<file path="src/rtl/dfr_pkg.sv">
// Shared types and constants for the WebSocket frame deframer.
package dfr_pkg;

    // Input beat: one byte of the received buffer.
    typedef struct packed {
        logic [7:0] data_byte;
        logic       end_of_buffer;
    } dfr_in_t;

    // Output beat: one result.
    typedef struct packed {
        logic [1:0] kind;
        logic [7:0] payload_byte;
        logic       is_close;
        logic       last;
    } dfr_out_t;

    // Result kinds
    localparam logic [1:0] KIND_PAYLOAD = 2'd0;
    localparam logic [1:0] KIND_GOOD    = 2'd1;
    localparam logic [1:0] KIND_TRUNC   = 2'd2;

    // Parser phases
    localparam logic [2:0] PH_HDR0    = 3'd0;
    localparam logic [2:0] PH_HDR1    = 3'd1;
    localparam logic [2:0] PH_EXTLEN  = 3'd2;
    localparam logic [2:0] PH_MASK    = 3'd3;
    localparam logic [2:0] PH_PAYLOAD = 3'd4;
    localparam logic [2:0] PH_DONE    = 3'd5;

    // Header field constants
    localparam logic [3:0] OPCODE_CLOSE = 4'h8;
    localparam logic [6:0] LEN_EXT16    = 7'd126;
    localparam logic [6:0] LEN_EXT64    = 7'd127;
    localparam logic [2:0] HC_EXT16     = 3'd1;
    localparam logic [2:0] HC_EXT64     = 3'd7;
    localparam logic [2:0] HC_MASK      = 3'd3;

    // Work queue between parser and emitter
    localparam int QDEPTH = 4;
    localparam int QPTR_W = $clog2(QDEPTH);
    localparam int QCNT_W = $clog2(QDEPTH + 1);

    // One classified input byte: an optional payload result then an optional status.
    typedef struct packed {
        logic       pay_valid;
        logic [7:0] pay_byte;
        logic       st_valid;
        logic [1:0] st_kind;
        logic       st_close;
    } dfr_entry_t;

endpackage

</file>
<file path="src/rtl/websocket_frame_deframer_top.sv">
// Top level of the WebSocket frame deframer: parser, work queue and emitter.
//
//  Channel | Direction | Handshake            | Beat
//  --------+-----------+----------------------+---------------------------------------
//  in      | input     | in_valid / in_ready  | dfr_in_t  {data_byte, end_of_buffer}
//  out     | output    | out_valid / out_ready| dfr_out_t {kind, payload_byte, is_close, last}
//
//  Flow: the parser takes one byte per cycle while the queue is not full; a byte's
//    first result is written to a queue entry and then to the output register, and
//    a byte giving payload plus status yields two output beats from one entry.
//  Stalls: the 4-entry queue lets the parser keep taking bytes while the output
//    is held; in_ready drops only when the queue is full.
//  Reset: rst_n clears parser state, queue pointers and output valid at once.
module websocket_frame_deframer_top (
    input  logic              clk,
    input  logic              rst_n,
    input  logic              in_valid,
    output logic              in_ready,
    input  dfr_pkg::dfr_in_t  in_data,
    output logic              out_valid,
    input  logic              out_ready,
    output dfr_pkg::dfr_out_t out_data
);

    // parser -> queue
    logic                q_push;
    logic                q_full;
    dfr_pkg::dfr_entry_t q_push_entry;

    // queue -> emitter
    logic                q_pop;
    logic                q_head_valid;
    dfr_pkg::dfr_entry_t q_head_entry;

    // Front: header fields, length counter, mask key and unmasking
    dfr_parse u_parse (
        .clk      (clk),
        .rst_n    (rst_n),
        .in_valid (in_valid),
        .in_ready (in_ready),
        .in_data  (in_data),
        .q_full   (q_full),
        .q_push   (q_push),
        .q_entry  (q_push_entry)
    );

    // Decoupling queue; one entry per byte that yields any result
    dfr_queue u_queue (
        .clk        (clk),
        .rst_n      (rst_n),
        .push       (q_push),
        .push_entry (q_push_entry),
        .full       (q_full),
        .pop        (q_pop),
        .head_valid (q_head_valid),
        .head_entry (q_head_entry)
    );

    // Back: one or two output beats per entry, last flag on the final one
    dfr_emit u_emit (
        .clk        (clk),
        .rst_n      (rst_n),
        .head_valid (q_head_valid),
        .head_entry (q_head_entry),
        .pop        (q_pop),
        .out_valid  (out_valid),
        .out_ready  (out_ready),
        .out_data   (out_data)
    );

endmodule

</file>
<file path="src/rtl/dfr_parse.sv">
// Header parser and payload unmasker: turns each input byte that yields a result into a queue entry.
module dfr_parse (
    input  logic                clk,
    input  logic                rst_n,
    input  logic                in_valid,
    output logic                in_ready,
    input  dfr_pkg::dfr_in_t    in_data,
    input  logic                q_full,
    output logic                q_push,
    output dfr_pkg::dfr_entry_t q_entry
);

    logic [2:0]  phase_reg,        phase_next;
    logic [3:0]  opcode_reg,       opcode_next;
    logic        masked_reg,       masked_next;
    logic [2:0]  header_count_reg, header_count_next;
    logic [63:0] remaining_reg,    remaining_next;
    logic [31:0] mask_key_reg,     mask_key_next;
    logic [1:0]  mask_index_reg,   mask_index_next;

    logic [7:0] b;
    logic [7:0] key;
    logic       len_done;
    logic       complete;
    logic       trunc;
    logic       pay_valid;
    logic       accept;

    assign b        = in_data.data_byte;
    assign in_ready = !q_full;
    assign accept   = in_valid && in_ready;

    always_comb
    begin
        key = 8'h00;
        if (masked_reg)
        begin
            case (mask_index_reg)
                2'd0:    key = mask_key_reg[31:24];
                2'd1:    key = mask_key_reg[23:16];
                2'd2:    key = mask_key_reg[15:8];
                default: key = mask_key_reg[7:0];
            endcase
        end
    end

    always_comb
    begin
        phase_next        = phase_reg;
        opcode_next       = opcode_reg;
        masked_next       = masked_reg;
        header_count_next = header_count_reg;
        remaining_next    = remaining_reg;
        mask_key_next     = mask_key_reg;
        mask_index_next   = mask_index_reg;
        len_done          = 1'b0;
        complete          = 1'b0;
        pay_valid         = 1'b0;
        trunc             = 1'b0;

        case (phase_reg)
            dfr_pkg::PH_HDR0:
            begin
                opcode_next = b[3:0];
                phase_next  = dfr_pkg::PH_HDR1;
            end
            dfr_pkg::PH_HDR1:
            begin
                masked_next    = b[7];
                remaining_next = 64'd0;
                if (b[6:0] == dfr_pkg::LEN_EXT16)
                begin
                    header_count_next = dfr_pkg::HC_EXT16;
                    phase_next        = dfr_pkg::PH_EXTLEN;
                end
                else if (b[6:0] == dfr_pkg::LEN_EXT64)
                begin
                    header_count_next = dfr_pkg::HC_EXT64;
                    phase_next        = dfr_pkg::PH_EXTLEN;
                end
                else
                begin
                    remaining_next = {57'd0, b[6:0]};
                    len_done       = 1'b1;
                end
            end
            dfr_pkg::PH_EXTLEN:
            begin
                remaining_next = {remaining_reg[55:0], b};
                if (header_count_reg == 3'd0)
                    len_done = 1'b1;
                else
                    header_count_next = header_count_reg - 3'd1;
            end
            dfr_pkg::PH_MASK:
            begin
                mask_key_next = {mask_key_reg[23:0], b};
                if (header_count_reg == 3'd0)
                begin
                    mask_index_next = 2'd0;
                    if (remaining_reg == 64'd0)
                    begin
                        phase_next = dfr_pkg::PH_DONE;
                        complete   = 1'b1;
                    end
                    else
                        phase_next = dfr_pkg::PH_PAYLOAD;
                end
                else
                    header_count_next = header_count_reg - 3'd1;
            end
            dfr_pkg::PH_PAYLOAD:
            begin
                pay_valid       = 1'b1;
                mask_index_next = mask_index_reg + 2'd1;
                remaining_next  = remaining_reg - 64'd1;
                if (remaining_reg == 64'd1)
                begin
                    phase_next = dfr_pkg::PH_DONE;
                    complete   = 1'b1;
                end
            end
            default:
                phase_next = dfr_pkg::PH_DONE;
        endcase

        // length known: mask capture, payload, or done at once
        if (len_done)
        begin
            if (masked_next)
            begin
                header_count_next = dfr_pkg::HC_MASK;
                mask_key_next     = 32'd0;
                phase_next        = dfr_pkg::PH_MASK;
            end
            else if (remaining_next == 64'd0)
            begin
                phase_next = dfr_pkg::PH_DONE;
                complete   = 1'b1;
            end
            else
                phase_next = dfr_pkg::PH_PAYLOAD;
        end

        if (in_data.end_of_buffer)
        begin
            trunc             = (phase_next != dfr_pkg::PH_DONE);
            phase_next        = dfr_pkg::PH_HDR0;
            opcode_next       = 4'd0;
            masked_next       = 1'b0;
            header_count_next = 3'd0;
            remaining_next    = 64'd0;
            mask_key_next     = 32'd0;
            mask_index_next   = 2'd0;
        end
    end

    always_comb
    begin
        q_entry.pay_valid = pay_valid;
        q_entry.pay_byte  = b ^ key;
        q_entry.st_valid  = complete || trunc;
        q_entry.st_kind   = complete ? dfr_pkg::KIND_GOOD : dfr_pkg::KIND_TRUNC;
        q_entry.st_close  = complete && (opcode_reg == dfr_pkg::OPCODE_CLOSE);
    end

    // bytes with no result (header, trailing) never enter the queue
    assign q_push = accept && (pay_valid || complete || trunc);

    always_ff @(posedge clk or negedge rst_n)
    begin
        if (!rst_n)
        begin
            phase_reg        <= dfr_pkg::PH_HDR0;
            opcode_reg       <= 4'd0;
            masked_reg       <= 1'b0;
            header_count_reg <= 3'd0;
            remaining_reg    <= 64'd0;
            mask_key_reg     <= 32'd0;
            mask_index_reg   <= 2'd0;
        end
        else if (accept)
        begin
            phase_reg        <= phase_next;
            opcode_reg       <= opcode_next;
            masked_reg       <= masked_next;
            header_count_reg <= header_count_next;
            remaining_reg    <= remaining_next;
            mask_key_reg     <= mask_key_next;
            mask_index_reg   <= mask_index_next;
        end
    end

endmodule

</file>
<file path="src/rtl/dfr_queue.sv">
// Small flop-based FIFO of classified entries between parser and emitter.
module dfr_queue (
    input  logic                clk,
    input  logic                rst_n,
    input  logic                push,
    input  dfr_pkg::dfr_entry_t push_entry,
    output logic                full,
    input  logic                pop,
    output logic                head_valid,
    output dfr_pkg::dfr_entry_t head_entry
);

    dfr_pkg::dfr_entry_t mem_reg [dfr_pkg::QDEPTH];

    logic [dfr_pkg::QPTR_W-1:0] wr_ptr_reg, wr_ptr_next;
    logic [dfr_pkg::QPTR_W-1:0] rd_ptr_reg, rd_ptr_next;
    logic [dfr_pkg::QCNT_W-1:0] count_reg,  count_next;
    logic                       do_push;
    logic                       do_pop;

    assign full       = (count_reg == dfr_pkg::QCNT_W'(dfr_pkg::QDEPTH));
    assign head_valid = (count_reg != '0);
    assign head_entry = mem_reg[rd_ptr_reg];
    assign do_push    = push && !full;
    assign do_pop     = pop && head_valid;

    always_comb
    begin
        wr_ptr_next = wr_ptr_reg;
        rd_ptr_next = rd_ptr_reg;
        count_next  = count_reg;
        if (do_push)
            wr_ptr_next = (wr_ptr_reg == dfr_pkg::QPTR_W'(dfr_pkg::QDEPTH - 1))
                          ? '0 : wr_ptr_reg + dfr_pkg::QPTR_W'(1);
        if (do_pop)
            rd_ptr_next = (rd_ptr_reg == dfr_pkg::QPTR_W'(dfr_pkg::QDEPTH - 1))
                          ? '0 : rd_ptr_reg + dfr_pkg::QPTR_W'(1);
        if (do_push && !do_pop)
            count_next = count_reg + dfr_pkg::QCNT_W'(1);
        else if (do_pop && !do_push)
            count_next = count_reg - dfr_pkg::QCNT_W'(1);
    end

    always_ff @(posedge clk)
    begin
        if (do_push)
            mem_reg[wr_ptr_reg] <= push_entry;
    end

    always_ff @(posedge clk or negedge rst_n)
    begin
        if (!rst_n)
        begin
            wr_ptr_reg <= '0;
            rd_ptr_reg <= '0;
            count_reg  <= '0;
        end
        else
        begin
            wr_ptr_reg <= wr_ptr_next;
            rd_ptr_reg <= rd_ptr_next;
            count_reg  <= count_next;
        end
    end

endmodule

</file>
<file path="src/rtl/dfr_emit.sv">
// Result emitter: expands each queue entry into one or two output beats.
module dfr_emit (
    input  logic                clk,
    input  logic                rst_n,
    input  logic                head_valid,
    input  dfr_pkg::dfr_entry_t head_entry,
    output logic                pop,
    output logic                out_valid,
    input  logic                out_ready,
    output dfr_pkg::dfr_out_t   out_data
);

    logic              out_valid_reg, out_valid_next;
    dfr_pkg::dfr_out_t out_reg,       out_next;
    logic              second_reg,    second_next;   // payload of head already sent
    logic              load;

    assign load      = head_valid && (!out_valid_reg || out_ready);
    assign out_valid = out_valid_reg;
    assign out_data  = out_reg;

    always_comb
    begin
        out_valid_next = out_valid_reg && !out_ready;
        out_next       = out_reg;
        second_next    = second_reg;
        pop            = 1'b0;
        if (load)
        begin
            out_valid_next = 1'b1;
            if (!second_reg && head_entry.pay_valid)
            begin
                out_next.kind         = dfr_pkg::KIND_PAYLOAD;
                out_next.payload_byte = head_entry.pay_byte;
                out_next.is_close     = 1'b0;
                out_next.last         = !head_entry.st_valid;
                pop                   = !head_entry.st_valid;
                second_next           = head_entry.st_valid;
            end
            else
            begin
                out_next.kind         = head_entry.st_kind;
                out_next.payload_byte = 8'h00;
                out_next.is_close     = head_entry.st_close;
                out_next.last         = 1'b1;
                pop                   = 1'b1;
                second_next           = 1'b0;
            end
        end
    end

    always_ff @(posedge clk or negedge rst_n)
    begin
        if (!rst_n)
        begin
            out_valid_reg <= 1'b0;
            second_reg    <= 1'b0;
        end
        else
        begin
            out_valid_reg <= out_valid_next;
            second_reg    <= second_next;
        end
    end

    always_ff @(posedge clk)
    begin
        out_reg <= out_next;
    end

endmodule

</file>
<file path="config.mk">
export PLATFORM = sky130hd
export DESIGN_NAME = websocket_frame_deframer_top
export DESIGN_NICKNAME = d
export VERILOG_FILES = /design/src/rtl/dfr_pkg.sv /design/src/rtl/websocket_frame_deframer_top.sv /design/src/rtl/dfr_parse.sv /design/src/rtl/dfr_queue.sv /design/src/rtl/dfr_emit.sv
export SDC_FILE = /design/constraint.sdc
export NUM_CORES = 1
export LEC_CHECK = 0
export BUFFER_PORTS_ARGS = -buffer_cell sky130_fd_sc_hd__buf_2
export CELL_PAD_IN_SITES_DETAIL_PLACEMENT = 2
export CELL_PAD_IN_SITES_GLOBAL_PLACEMENT = 2
export CORE_MARGIN = 2
export CORE_UTILIZATION = 40
export CTS_CLUSTER_SIZE = 10
export DETAILED_ROUTE_END_ITERATION = 6
export PLACE_DENSITY = 0.78
export SLEW_MARGIN = 30
export SYNTH_ARGS = -nofsm -noshare
export SYNTH_HDL_FRONTEND = slang
export SYNTH_SLANG_ARGS = --single-unit
</file>
<file path="constraint.sdc">
create_clock -name clk -period 13.35 [get_ports clk]
set_input_delay 3.3375 -clock clk [delete_from_list [all_inputs] [get_ports clk]]
set_output_delay 3.3375 -clock clk [all_outputs]
set_load 0.01 [all_outputs]
</file>
After elaboration in Yosys (flattened, before gate mapping). Memory sizes are Yosys's and may differ from the RTL's. Cells that the tools add are included.

Register bits: 130. Latch bits: 0. Bits in writable memories: 52. Memory bits (read-only): 0. Bits of input ports: 13. Output and inout port bits: 14. Logic and storage cells: 131. Memories: 1.

Add/sub/neg operators: 7. Multiply operators: 0. Divide/modulo/power cells: 0. Magnitude comparators: 0. Eq/ne operators: 15. Shifts and indexed selects: 0. Muxes and demuxes: 58. Bitwise operators: 1. Reductions and logical operators: 33.

Memories: u_queue.mem_reg (depth 4, bits a word 13, read ports 1, clocked after Yosys merged registers in 0, write ports 1, RTL line dfr_queue.sv:13) `dfr_pkg::dfr_entry_t mem_reg [dfr_pkg::QDEPTH];`.

Operators by type and width (number): one-hot mux 64 bit (3 select lines) (1); logical NOT 64 bit (2); 2-to-1 mux 32 bit (4); 2-to-1 mux 64 bit (2); equality test 64 x 1 -> 1 bit (second input constant) (1); subtractor 64 x 1 -> 64 bit (second input constant) (1); 2-to-1 mux 3 bit (15); one-hot mux 8 bit (3 select lines) (1); 2-to-1 mux 1 bit (21); one-hot mux 3 bit (5 select lines) (1); equality test 7 bit (second input constant) (2); logical AND 1 bit (10); 2-to-1 mux 2 bit (5); 2-to-1 mux 4 bit (2); 2-to-1 mux 8 bit (1); XOR 8 bit (1); logical NOT 1 bit (7); 2-to-1 mux 7 bit (1); adder 2 x 1 -> 2 bit (second input constant) (3); equality test 2 bit (second input constant) (3); equality test 3 x 2 -> 1 bit (second input constant) (2); equality test 3 bit (second input constant) (2); logical NOT 3 bit (2); one-hot mux 3 bit (2 select lines) (1); 16 further kinds (23).

Logic depth before layout (Yosys ltp). Gate-level depths: netlist of run 1.

Depth in word-level cells: 17. Mapped depth: 20. Gate-level depth less buffers: 18.

Hierarchy. Synthesis of run 1 repeated with hierarchy kept, for this count alone.

Cells, all modules: 1267. Area, all modules: 11573.6 µm².

By module, submodules not included: dfr_parse (times used 1, cells each 1127, area each 8663.3 µm², sequential area each 2727.6 µm²); dfr_queue (times used 1, cells each 105, area each 2341.0 µm², sequential area each 1736.7 µm²); dfr_emit (times used 1, cells each 35, area each 569.3 µm², sequential area each 410.4 µm²).

Worst setup path before layout of run 1. Ideal clock, no wire load.

Path kind: input -> register. Start: input in_data[6] (netlist bit). End: register u_queue.count_reg[1] (netlist bit). Setup time: 125 ps. Arrival: 6440 ps. Required time: 13225 ps. Setup slack: 6785 ps. Stages: 15. Path buffers: 1. Cells stage by stage: clkbuf_1 and3_1 a211oi_1 a221oi_1 nor4_1 a2111o_1 nor3_1 nand4_1 nor2_1 a31oi_1 a21oi_1 ha_1 inv_1 fa_1 mux2_2.

Elaborated cells between the ends (all ways): 29. Those cells by class: 3 x eq/ne; 17 x mux; 9 x reduce/logical.

RTL lines: start, declared (RTL line websocket_frame_deframer_top.sv:19) `input dfr_pkg::dfr_in_t in_data,`; equality test 7 bit (RTL line dfr_parse.sv:76) `else if (b[6:0] == dfr_pkg::LEN_EXT64)`; 2-to-1 mux 7 bit (RTL line dfr_parse.sv:76); 2-to-1 mux 64 bit (RTL line dfr_parse.sv:71) `if (b[6:0] == dfr_pkg::LEN_EXT16)`; one-hot mux 64 bit (3 select lines) (RTL line dfr_parse.sv:61) `case (phase_reg)`; logical NOT 64 bit (RTL line dfr_parse.sv:136) `else if (remaining_next == 64'd0)`; 2-to-1 mux 1 bit (RTL line dfr_parse.sv:136); 2-to-1 mux 3 bit (RTL line dfr_parse.sv:130) `if (masked_next)`; 2-to-1 mux 3 bit (RTL line dfr_parse.sv:128) `if (len_done)`; != test 3 bit (RTL line dfr_parse.sv:147) `trunc = (phase_next != dfr_pkg::PH_DONE);`; 2-to-1 mux 1 bit (RTL line dfr_parse.sv:145) `if (in_data.end_of_buffer)`; logical OR 1 bit * (RTL line dfr_parse.sv:168) `assign q_push = accept && (pay_valid || complete || trunc);`; logical AND 1 bit * (RTL line dfr_parse.sv:168); logical AND 1 bit * (RTL line dfr_queue.sv:24) `assign do_push = push && !full;`; via u_queue.do_push (RTL line dfr_queue.sv:18) `logic do_push;`; logical AND 1 bit * (RTL line dfr_queue.sv:38) `if (do_push && !do_pop)`; 2-to-1 mux 3 bit * (RTL line dfr_queue.sv:38); via u_queue.count_next (one bit) (RTL line dfr_queue.sv:17) `logic [dfr_pkg::QCNT_W-1:0] count_reg, count_next;`; end signal, assigned (RTL line dfr_queue.sv:62) `count_reg <= count_next;`; end, declared (RTL line dfr_queue.sv:17).

Mark *: on every way through the listed nets, which the timed path passes. The rest lies on a longest branch. A chain may end at the register's enable or synchronous reset.

Worst setup path in the final report of run 1.
Start: input in_data[3] (netlist bit). End: register u_queue.count_reg[2] (netlist bit).

Longest elaborated chain between the ends: 16. Elaborated cells between the ends (all ways): 29. Those cells by class: 3 x eq/ne; 17 x mux; 9 x reduce/logical.

Ends and longest elaborated chain: equality test 7 bit (RTL line dfr_parse.sv:76); 2-to-1 mux 7 bit (RTL line dfr_parse.sv:76); 2-to-1 mux 64 bit (RTL line dfr_parse.sv:71); one-hot mux 64 bit (3 select lines) (RTL line dfr_parse.sv:61); logical NOT 64 bit (RTL line dfr_parse.sv:136); 2-to-1 mux 1 bit (RTL line dfr_parse.sv:136); 2-to-1 mux 3 bit (RTL line dfr_parse.sv:130); 2-to-1 mux 3 bit (RTL line dfr_parse.sv:128); != test 3 bit (RTL line dfr_parse.sv:147); 2-to-1 mux 1 bit (RTL line dfr_parse.sv:145); logical OR 1 bit * (RTL line dfr_parse.sv:168); logical AND 1 bit * (RTL line dfr_parse.sv:168); logical AND 1 bit * (RTL line dfr_queue.sv:24); via u_queue.do_push (RTL line dfr_queue.sv:18); logical NOT 1 bit (RTL line dfr_queue.sv:40) `else if (do_pop && !do_push)`; logical AND 1 bit (RTL line dfr_queue.sv:40); nonzero test 2 bit (no source line).

Marked as above.

==> results.py, run 1 <==
metrics = {
    "status": {
        "status": "finished, final reports clean",
    },
    "clocking": {
        "clkSlewWorstSetupHoldPaths_ns": 0.08,
        "h-tree-depth": 4,
        "clk_root_buffer_cell": "clkbuf_16",
        "cts_resized": 0,
        "cts.hold.buffers_added": 0,
        "clock_latency_ns": 0.45,
        "postCtsSetupBuffers": 0,
        "cts_buffer_depth": 2,
        "cts_tree": "done",
        "cts.sinks": 182,
        "cts_made_buffers": 17,
    },
    "final_layout": {
        "drive_above_1_share": 0.106,
        "syn_to_final_growth_pct": 8.43,
        "diodes": 0,
        "largest_reg_flops": 64,
        "nNetsFinal": 1250,
    },
    "run": {
        "cap_viol_max_count": 0,
    },
    "hold_path": {
        "worstHoldPathCells": 2,
        "hp-class": "reg2reg",
        "min_to": "u_parse.mask_key_reg[28]$_DFFE_PN0P_",
        "hold_path.startpoint": "u_parse.mask_key_reg[28]$_DFFE_PN0P_",
    },
    "worst_setup_path": {
        "cp-start-kind": "input port",
        "criticalPathCategory": "in2reg",
        "worstRegToRegCells": 18,
        "r2r_end": "u_queue.count_reg[2]$_DFFE_PN0P_",
        "reg2reg_slack_ns": 7.01,
        "cpMaxStageDelayCell": "fa_1",
        "crit_path_end_kind": "flip-flop",
        "r2r_start": "u_parse.phase_reg[1]$_DFFE_PN0P_",
        "cp_data_arrival_time_ns": 7.19,
        "crit_fanout": 11,
        "critPathRequiredTime_ns": 13.70,
        "cpPeakStageDelay_ns": 0.38,
        "path_common_cell": "nor2_1",
        "path_buf_inv": 2,
        "path_delay_family": "simple AND/OR/NAND/NOR gates",
        "critical_path.cell_chain": "buf_2, and4_1, nand3_1, nor2_1, nor4_1, a2111o_1, nor3_1, nand4_1, nor2_1, a31oi_2, a21oi_1, ha_1, inv_1, fa_1, xor2_1, nor2_1, xor2_1",
    },
    "global_routing": {
        "grt_usage": 0.328,
        "overflow": 0,
        "antenna_found_initial": 0,
        "grt_max_degree": 62,
        "grt_pass1_vias": 11400,
        "grt_pass1_wl_um": 72600,
    },
    "floorplan": {
        "dieWidth_um": 172,
        "initial_utilization": 0.407,
        "die_y_um": 172,
        "io_pins": 27,
        "coreArea_mm2": 0.0278,
        "die_area_mm2": 0.0296,
        "fp-row-count": 61,
    },
    "yosys": {
        "syn_nets": 1298,
        "syn-mean-instance-area_um2": 8.90,
        "synth_edf_count": 64,
        "ys_seq_elements": 182,
        "synthFlopType": "dfrtp_1",
        "ys_seq_area_frac": 0.431,
        "synthArstFlopShare": 0.648,
        "ys_warn_count": 0,
        "synthDistinctLibCells": 80,
        "syn_inst": 1270,
        "syn-cell-area_mm2": 0.0113,
    },
    "sta": {
        "fmax_mhz": 146,
        "drv_slew": 0,
        "rsz0062_at_grt": "false",
        "setup_violations": 0,
        "skew_ns": 0.0147,
        "worst_pin_slew_ns": 1.11,
        "hold_violations": 0,
        "fin_ws_ns": 6.51,
        "whs_ns": 0.532,
        "totalNegativeSetupSlack_ns": 0,
        "fin_crit_ns": 6.84,
        "fin_crit_sh": 0.512,
        "slew_headroom": 0.254,
    },
    "route": {
        "via_count": 10900,
        "avgViaCountPerCell": 6.76,
        "routed_wl_um": 47300,
        "first_pass_iters": 6,
        "wire_per_inst_um": 29.3,
        "dr.first_iter.drc_count": 1153,
        "drtAntennaViolNets": 0,
        "route.detailed.drc": 0,
    },
    "pwr": {
        "ir_drop_mv": 0.101,
        "p_leak_nw": 4.77,
        "power.density_mw_per_mm2": 282,
    },
    "placement": {
        "place_hpwl_um": 32500,
        "portBuffers": 26,
        "gp_congestion": 0.874,
        "post-place-ws_ns": 5.91,
    },
}
==> Yosys cell counts, types with 5 or more instances <==
master    instances  area, um^2
a211o_1           5        43.8
a211oi_1         13        97.6
a21o_1            5        37.5
a21oi_1          82         410
a221oi_1          6        52.6
a222oi_1         11         110
a22o_1           20         175
a22oi_1          18         135
a31oi_1          11        68.8
a32oi_1           5        43.8
and2_1            8        50.1
and3_1           21         131
and4_1            6        52.6
buf_1             8        30.0
clkbuf_1        103         387
dfrtp_1         118        2950
edfxtp_1         64        1920
ha_1             14         175
inv_1            27         101
mux2i_1           8        80.1
mux4_2           13         293
nand2_1         189         709
nand2b_1         15        93.8
nand3_1          24         120
nand4_1          19         119
nor2_1           81         304
nor2b_1          10        62.6
nor3_1           40         200
nor4_1           48         300
nor4b_1           6        52.6
o211ai_1          8        60.1
o21ai_0          87         435
o22ai_1          19         119
o31ai_1           6        45.0
or2_2             8        50.1
or3_1            12        75.1
or4_1            19         143
xnor2_1          19         166
xor2_1            9        78.8
==> final cells by class <==
type	instances	area, um^2
Clock inverter	12	139
Multi-Input combinational cell	947	5940
Inverter	27	101
Sequential cell	182	4880
Timing Repair Buffer	47	294
Clock buffer	20	437
Fill cell	3103	15500
Tap cell	378	473
==> cell families after synthesis <==
| group | after synthesis | synth area share |
|---|---|---|
| adders and majority gates | 17 | 0.0190 |
| muxes | 24 | 0.0360 |
| and+or+nand+nor | 533 | 0.243 |
| buffers and inverters | 141 | 0.0483 |
| AOI/OAI and AO/OA | 345 | 0.201 |
| xor gates and xnor gates | 28 | 0.0217 |
| DFF | 182 | 0.431 |
==> power breakdown <==
group,switching [mW],internal (mW)
registers,0.217,0.716
clock network,0.252,0.265
logic,1.38,0.622
==> worst min-delay path, stage by stage (launching register included) <==
cell and delay (ns):
dfrtp_1 0.38, nand2_1 0.06, a21oi_1 0.05
==> metrics by stage <==
| step | cells | area, um^2 | total power, mW | util |
|---|---|---|---|---|
| floorplan | 1270 | 11300 | 2.14 | - |
| global placement | 1581 | 11700 | 2.77 | 0.420 |
| detailed placement | 1581 | 11700 | 2.86 | 0.420 |
| CTS | 1613 | 12200 | 3.40 | 0.441 |
| global route | 1613 | 12300 | 3.63 | 0.441 |
| finish | 1613 | 12300 | 3.46 | 0.441 |
==> how the worst max path moves through the flow <==
stage	from	to	slack [ns]	depth (start not counted)
after floorplan	in_data[6]	u_queue.count_reg[1]$_DFFE_PN0P_	6.79	15
after global placement	in_data[7]	u_queue.count_reg[1]$_DFFE_PN0P_	6.17	15
after detailed placement	in_data[7]	u_queue.count_reg[1]$_DFFE_PN0P_	5.91	15
after CTS	in_data[7]	u_queue.count_reg[1]$_DFFE_PN0P_	6.36	15
after global routing	in_data[4]	u_queue.count_reg[2]$_DFFE_PN0P_	6.23	17
final	in_data[3]	u_queue.count_reg[2]$_DFFE_PN0P_	6.51	17
==> routing by layer <==
metal	part of all wire	vias to the layer above	GRT usage
met5	0	-	0
met4	0.032	0	0.121
met3	0.067	103	0.0568
met2	0.47	461	0.525
met1	0.43	5678	0.446
li1	-	4667	-
==> cell usage in the layout, fill, tap and decap left out, drive strengths merged, types with 9 or more instances in the layout <==
master,synthesis,layout
mux4,13,13
nor3,43,43
or3,12,12
buf,11,47
dfrtp,118,118
o21ai,88,88
and3,21,21
nand3,24,24
nand4,21,21
nor4,51,51
xor2,9,9
xnor2,19,19
nor2,81,81
a31oi,11,11
nand2,189,189
clkbuf,103,20
a222oi,11,11
or4,23,23
nor2b,10,10
nand2b,15,15
a21oi,82,82
ha,14,14
edfxtp,64,64
a22oi,18,18
inv,27,32
o22ai,19,19
a22o,21,21
a211oi,13,13
No activity file was read; power rests on OpenSTA's default activity.
==> run 2: changes to the inputs <==
Settings changed: ABC_AREA from default to 1, CORE_UTILIZATION 40 to 37.
Clock period 13.35 ns to 6.9 ns, I/O delays scaled along.
==> run 2 against run 1 <==
Against the previous run:
- power rose by 110%
- utilization fell by 2.6 points
- critical path depth rose by 9
- count of clock-buffer cells in the layout fell by 3
- via count rose by 0.83%
- register-to-register slack got worse by 5.0 ns
- worst hold slack got worse by 0.022 ns
- synthesized cell count rose by 23%
- flip-flop and latch count did not move
- sequential power rose by 74%
- sequential share of layout area fell by 0.30 points
- global-route usage fell by 4.2 points
==> results.py, run 2 <==
metrics = {
    "status": {
        "status": "finished, final reports clean",
    },
    "yosys": {
        "synthDistinctLibCells": 48,
        "syn_nets": 1591,
        "synthFlopType": "dfrtp_1",
        "yosysTopAreaCell": "dfrtp_1",
        "synth_area_leaders": "dfrtp_1, edfxtp_1, nand2_1",
        "synth_top_area_share": 0.263,
        "yosys.area_share.simple": 0.317,
        "ys_seq_area_frac": 0.435,
        "synthArstFlopShare": 0.648,
        "synth_edf_count": 64,
        "synth_compound_area_frac": 0.134,
        "yosys-top-cells-count": "nand2_1, nor2_1, inv_1",
        "syn-mean-instance-area_um2": 7.17,
        "synth_mux_area_frac": 0.00279,
        "ys_warn_count": 0,
        "synth_top_family_by_area": "simple AND/OR/NAND/NOR gates",
        "synth-xor-area-share": 0.00859,
        "synth.most_common_cell": "nand2_1",
        "ys_seq_elements": 182,
        "yosys.area_share.adder": 0.0174,
        "syn-cell-area_mm2": 0.0112,
        "syn_inst": 1563,
    },
    "placement": {
        "portBuffers": 26,
        "place_hpwl_um": 31000,
        "gp_congestion": 0.820,
    },
    "sta": {
        "worst_pin_slew_ns": 0.892,
        "setup_violations": 0,
        "slew_headroom": 0.405,
        "hold_violations": 0,
        "fmax_mhz": 204,
        "rsz0062_at_grt": "false",
        "fin_crit_sh": 0.709,
        "drv_slew": 0,
        "totalNegativeSetupSlack_ns": 0,
        "fin_crit_ns": 4.89,
        "skew_ns": 0.0173,
    },
    "clocking": {
        "clk_root_buffer_cell": "clkbuf_16",
        "cts.hold.buffers_added": 0,
        "cts_made_buffers": 17,
        "cts_tree": "done",
        "cts.sinks": 182,
        "h-tree-depth": 4,
        "postCtsSetupBuffers": 0,
        "clkSlewWorstSetupHoldPaths_ns": 0.08,
        "cts_buffer_depth": 2,
        "cts_resized": 0,
        "clock_latency_ns": 0.46,
    },
    "global_routing": {
        "grt_usage": 0.285,
        "grt_max_degree": 76,
        "antenna_found_initial": 0,
        "grt_pass1_vias": 12300,
        "grt_pass1_wl_um": 69100,
        "overflow": 0,
    },
    "route": {
        "via_count": 11000,
        "route.detailed.drc": 0,
        "drtAntennaViolNets": 0,
        "avgViaCountPerCell": 5.58,
        "first_pass_iters": 5,
        "wire_per_inst_um": 22.0,
        "dr.first_iter.drc_count": 599,
        "routed_wl_um": 43400,
    },
    "run": {
        "cap_viol_max_count": 0,
    },
    "final_layout": {
        "syn_to_final_growth_pct": 10.1,
        "largest_reg_flops": 64,
        "diodes": 0,
        "fin_util": 0.415,
        "most-common-layout-cells": "nand2_1, nor2_1, inv_1, nand3_1, dfrtp_1",
        "drive_above_1_share": 0.0866,
        "final_common_cell": "nand2_1",
        "fill_cells": 3563,
        "nNetsFinal": 1597,
    },
    "worst_setup_path": {
        "cp-start-kind": "flip-flop",
        "crit_path_end_kind": "flip-flop",
        "cpMaxStageDelayCell": "nor2_2",
        "critPathRequiredTime_ns": 7.24,
        "crit_fanout": 11,
        "path_common_cell": "nand2_1",
        "cpPeakStageDelay_ns": 0.48,
        "criticalPathCategory": "reg2reg",
        "cp_data_arrival_time_ns": 5.23,
    },
    "floorplan": {
        "die_area_mm2": 0.0317,
        "fp-row-count": 63,
        "coreArea_mm2": 0.0297,
        "die_y_um": 178,
        "io_pins": 27,
        "dieWidth_um": 178,
        "initial_utilization": 0.377,
    },
    "pwr": {
        "p_sw_mw": 4.09,
        "switching_share": 0.566,
        "p_leak_nw": 5.80,
        "power.density_mw_per_mm2": 585,
        "combinationalPowerShare": 0.632,
        "p_seq_frac": 0.225,
        "p_int_mw": 3.13,
        "ir_drop_mv": 0.227,
        "clockPowerShare": 0.144,
    },
    "hold_path": {
        "hp-class": "reg2reg",
    },
}
run 2: cell types whose count changed after synthesis, sizes merged, moves of 23 or more:
cell	delta
nor3	-39
a21oi	-50
or4	-23
o22ai	+52
clkbuf	-63
nor4	-50
inv	+160
nand2	+229
nor2	+203
nand3	+109
run 2: final cells by class:
| cell class | count | area [um^2] | area share |
|---|---|---|---|
| clock buffers | 17 | 425 | 0.0345 |
| clock inverters | 15 | 183 | 0.0148 |
| inverters | 191 | 717 | 0.0581 |
| multi-input cells | 1135 | 5400 | 0.437 |
| flip-flops and latches | 182 | 4870 | 0.395 |
| well taps | 390 | 488 | 0.0395 |
| repair buffers | 42 | 256 | 0.0208 |
run 2: routing by layer:
metal | part of all wire | track usage | up-vias
li1 | - | - | 5122
met1 | 0.43 | 0.349 | 5647
met5 | 0 | 0 | -
met2 | 0.51 | 0.516 | 180
met3 | 0.030 | 0.0369 | 50
met4 | 0.029 | 0.0943 | 0
run 2: cells by family (layout without fill, tap and decap cells):
| kind of cell | after synthesis | in the layout |
|---|---|---|
| and+or+nand+nor | 849 | 849 |
| AOI/OAI and AO/OA | 257 | 257 |
| xor gates and xnor gates | 11 | 11 |
| muxes | 3 | 3 |
| DFF | 182 | 182 |
| adders and majority gates | 15 | 15 |
| buffers and inverters | 246 | 265 |
run 2: worst paths after layout:
path                                                 startpoint                                     to  slack, ns  cells past startpoint
max                        u_parse.remaining_reg[1]$_DFFE_PN0P_       u_queue.count_reg[2]$_DFFE_PN0P_       2.01                     26
min in group asynchronous                                 rst_n   u_parse.mask_key_reg[22]$_DFFE_PN0P_       1.31                      1
max in group asynchronous                                 rst_n  u_parse.remaining_reg[58]$_DFFE_PN0P_       4.40                      2
max reg2reg                u_parse.remaining_reg[1]$_DFFE_PN0P_       u_queue.count_reg[2]$_DFFE_PN0P_       2.01                     26
min                            u_queue.count_reg[2]$_DFFE_PN0P_       u_queue.count_reg[2]$_DFFE_PN0P_       0.51                      1
min reg2reg                    u_queue.count_reg[2]$_DFFE_PN0P_       u_queue.count_reg[2]$_DFFE_PN0P_       0.51                      1
run 2: critical path, delay by kind of cell (launching register included):
kind	cells	cell delay [ns]
AO/OA/AOI/OAI	3	0.52
XOR/XNOR	1	0.14
adder cells (fa/ha/maj)	3	0.78
buffers and inverters	4	0.42
flip-flops	1	0.38
AND/OR/NAND/NOR	15	2.50
run 2: metrics by stage:
stage	setup WS, ns	hold slack [ns]	std cells	power [mW]	area [um^2]
after CTS	2.03	0.514	1972	7.26	12300
after floorplan	2.52	0.469	1563	4.68	11200
final	2.01	0.509	1972	7.22	12300
after global placement	1.90	0.486	1940	5.96	11700
after detailed placement	1.64	0.498	1940	6.15	11700
after global routing	1.56	0.560	1972	7.88	12300
run 2: power by group through the flow:
stage	sequential, mW	combinational (mW)	clock, mW
final	1.62	4.56	1.04
after global routing	1.65	5.14	1.09
after CTS	1.62	4.59	1.05
after detailed placement	1.63	4.52	0
after global placement	1.62	4.34	0
after floorplan	1.55	3.12	0
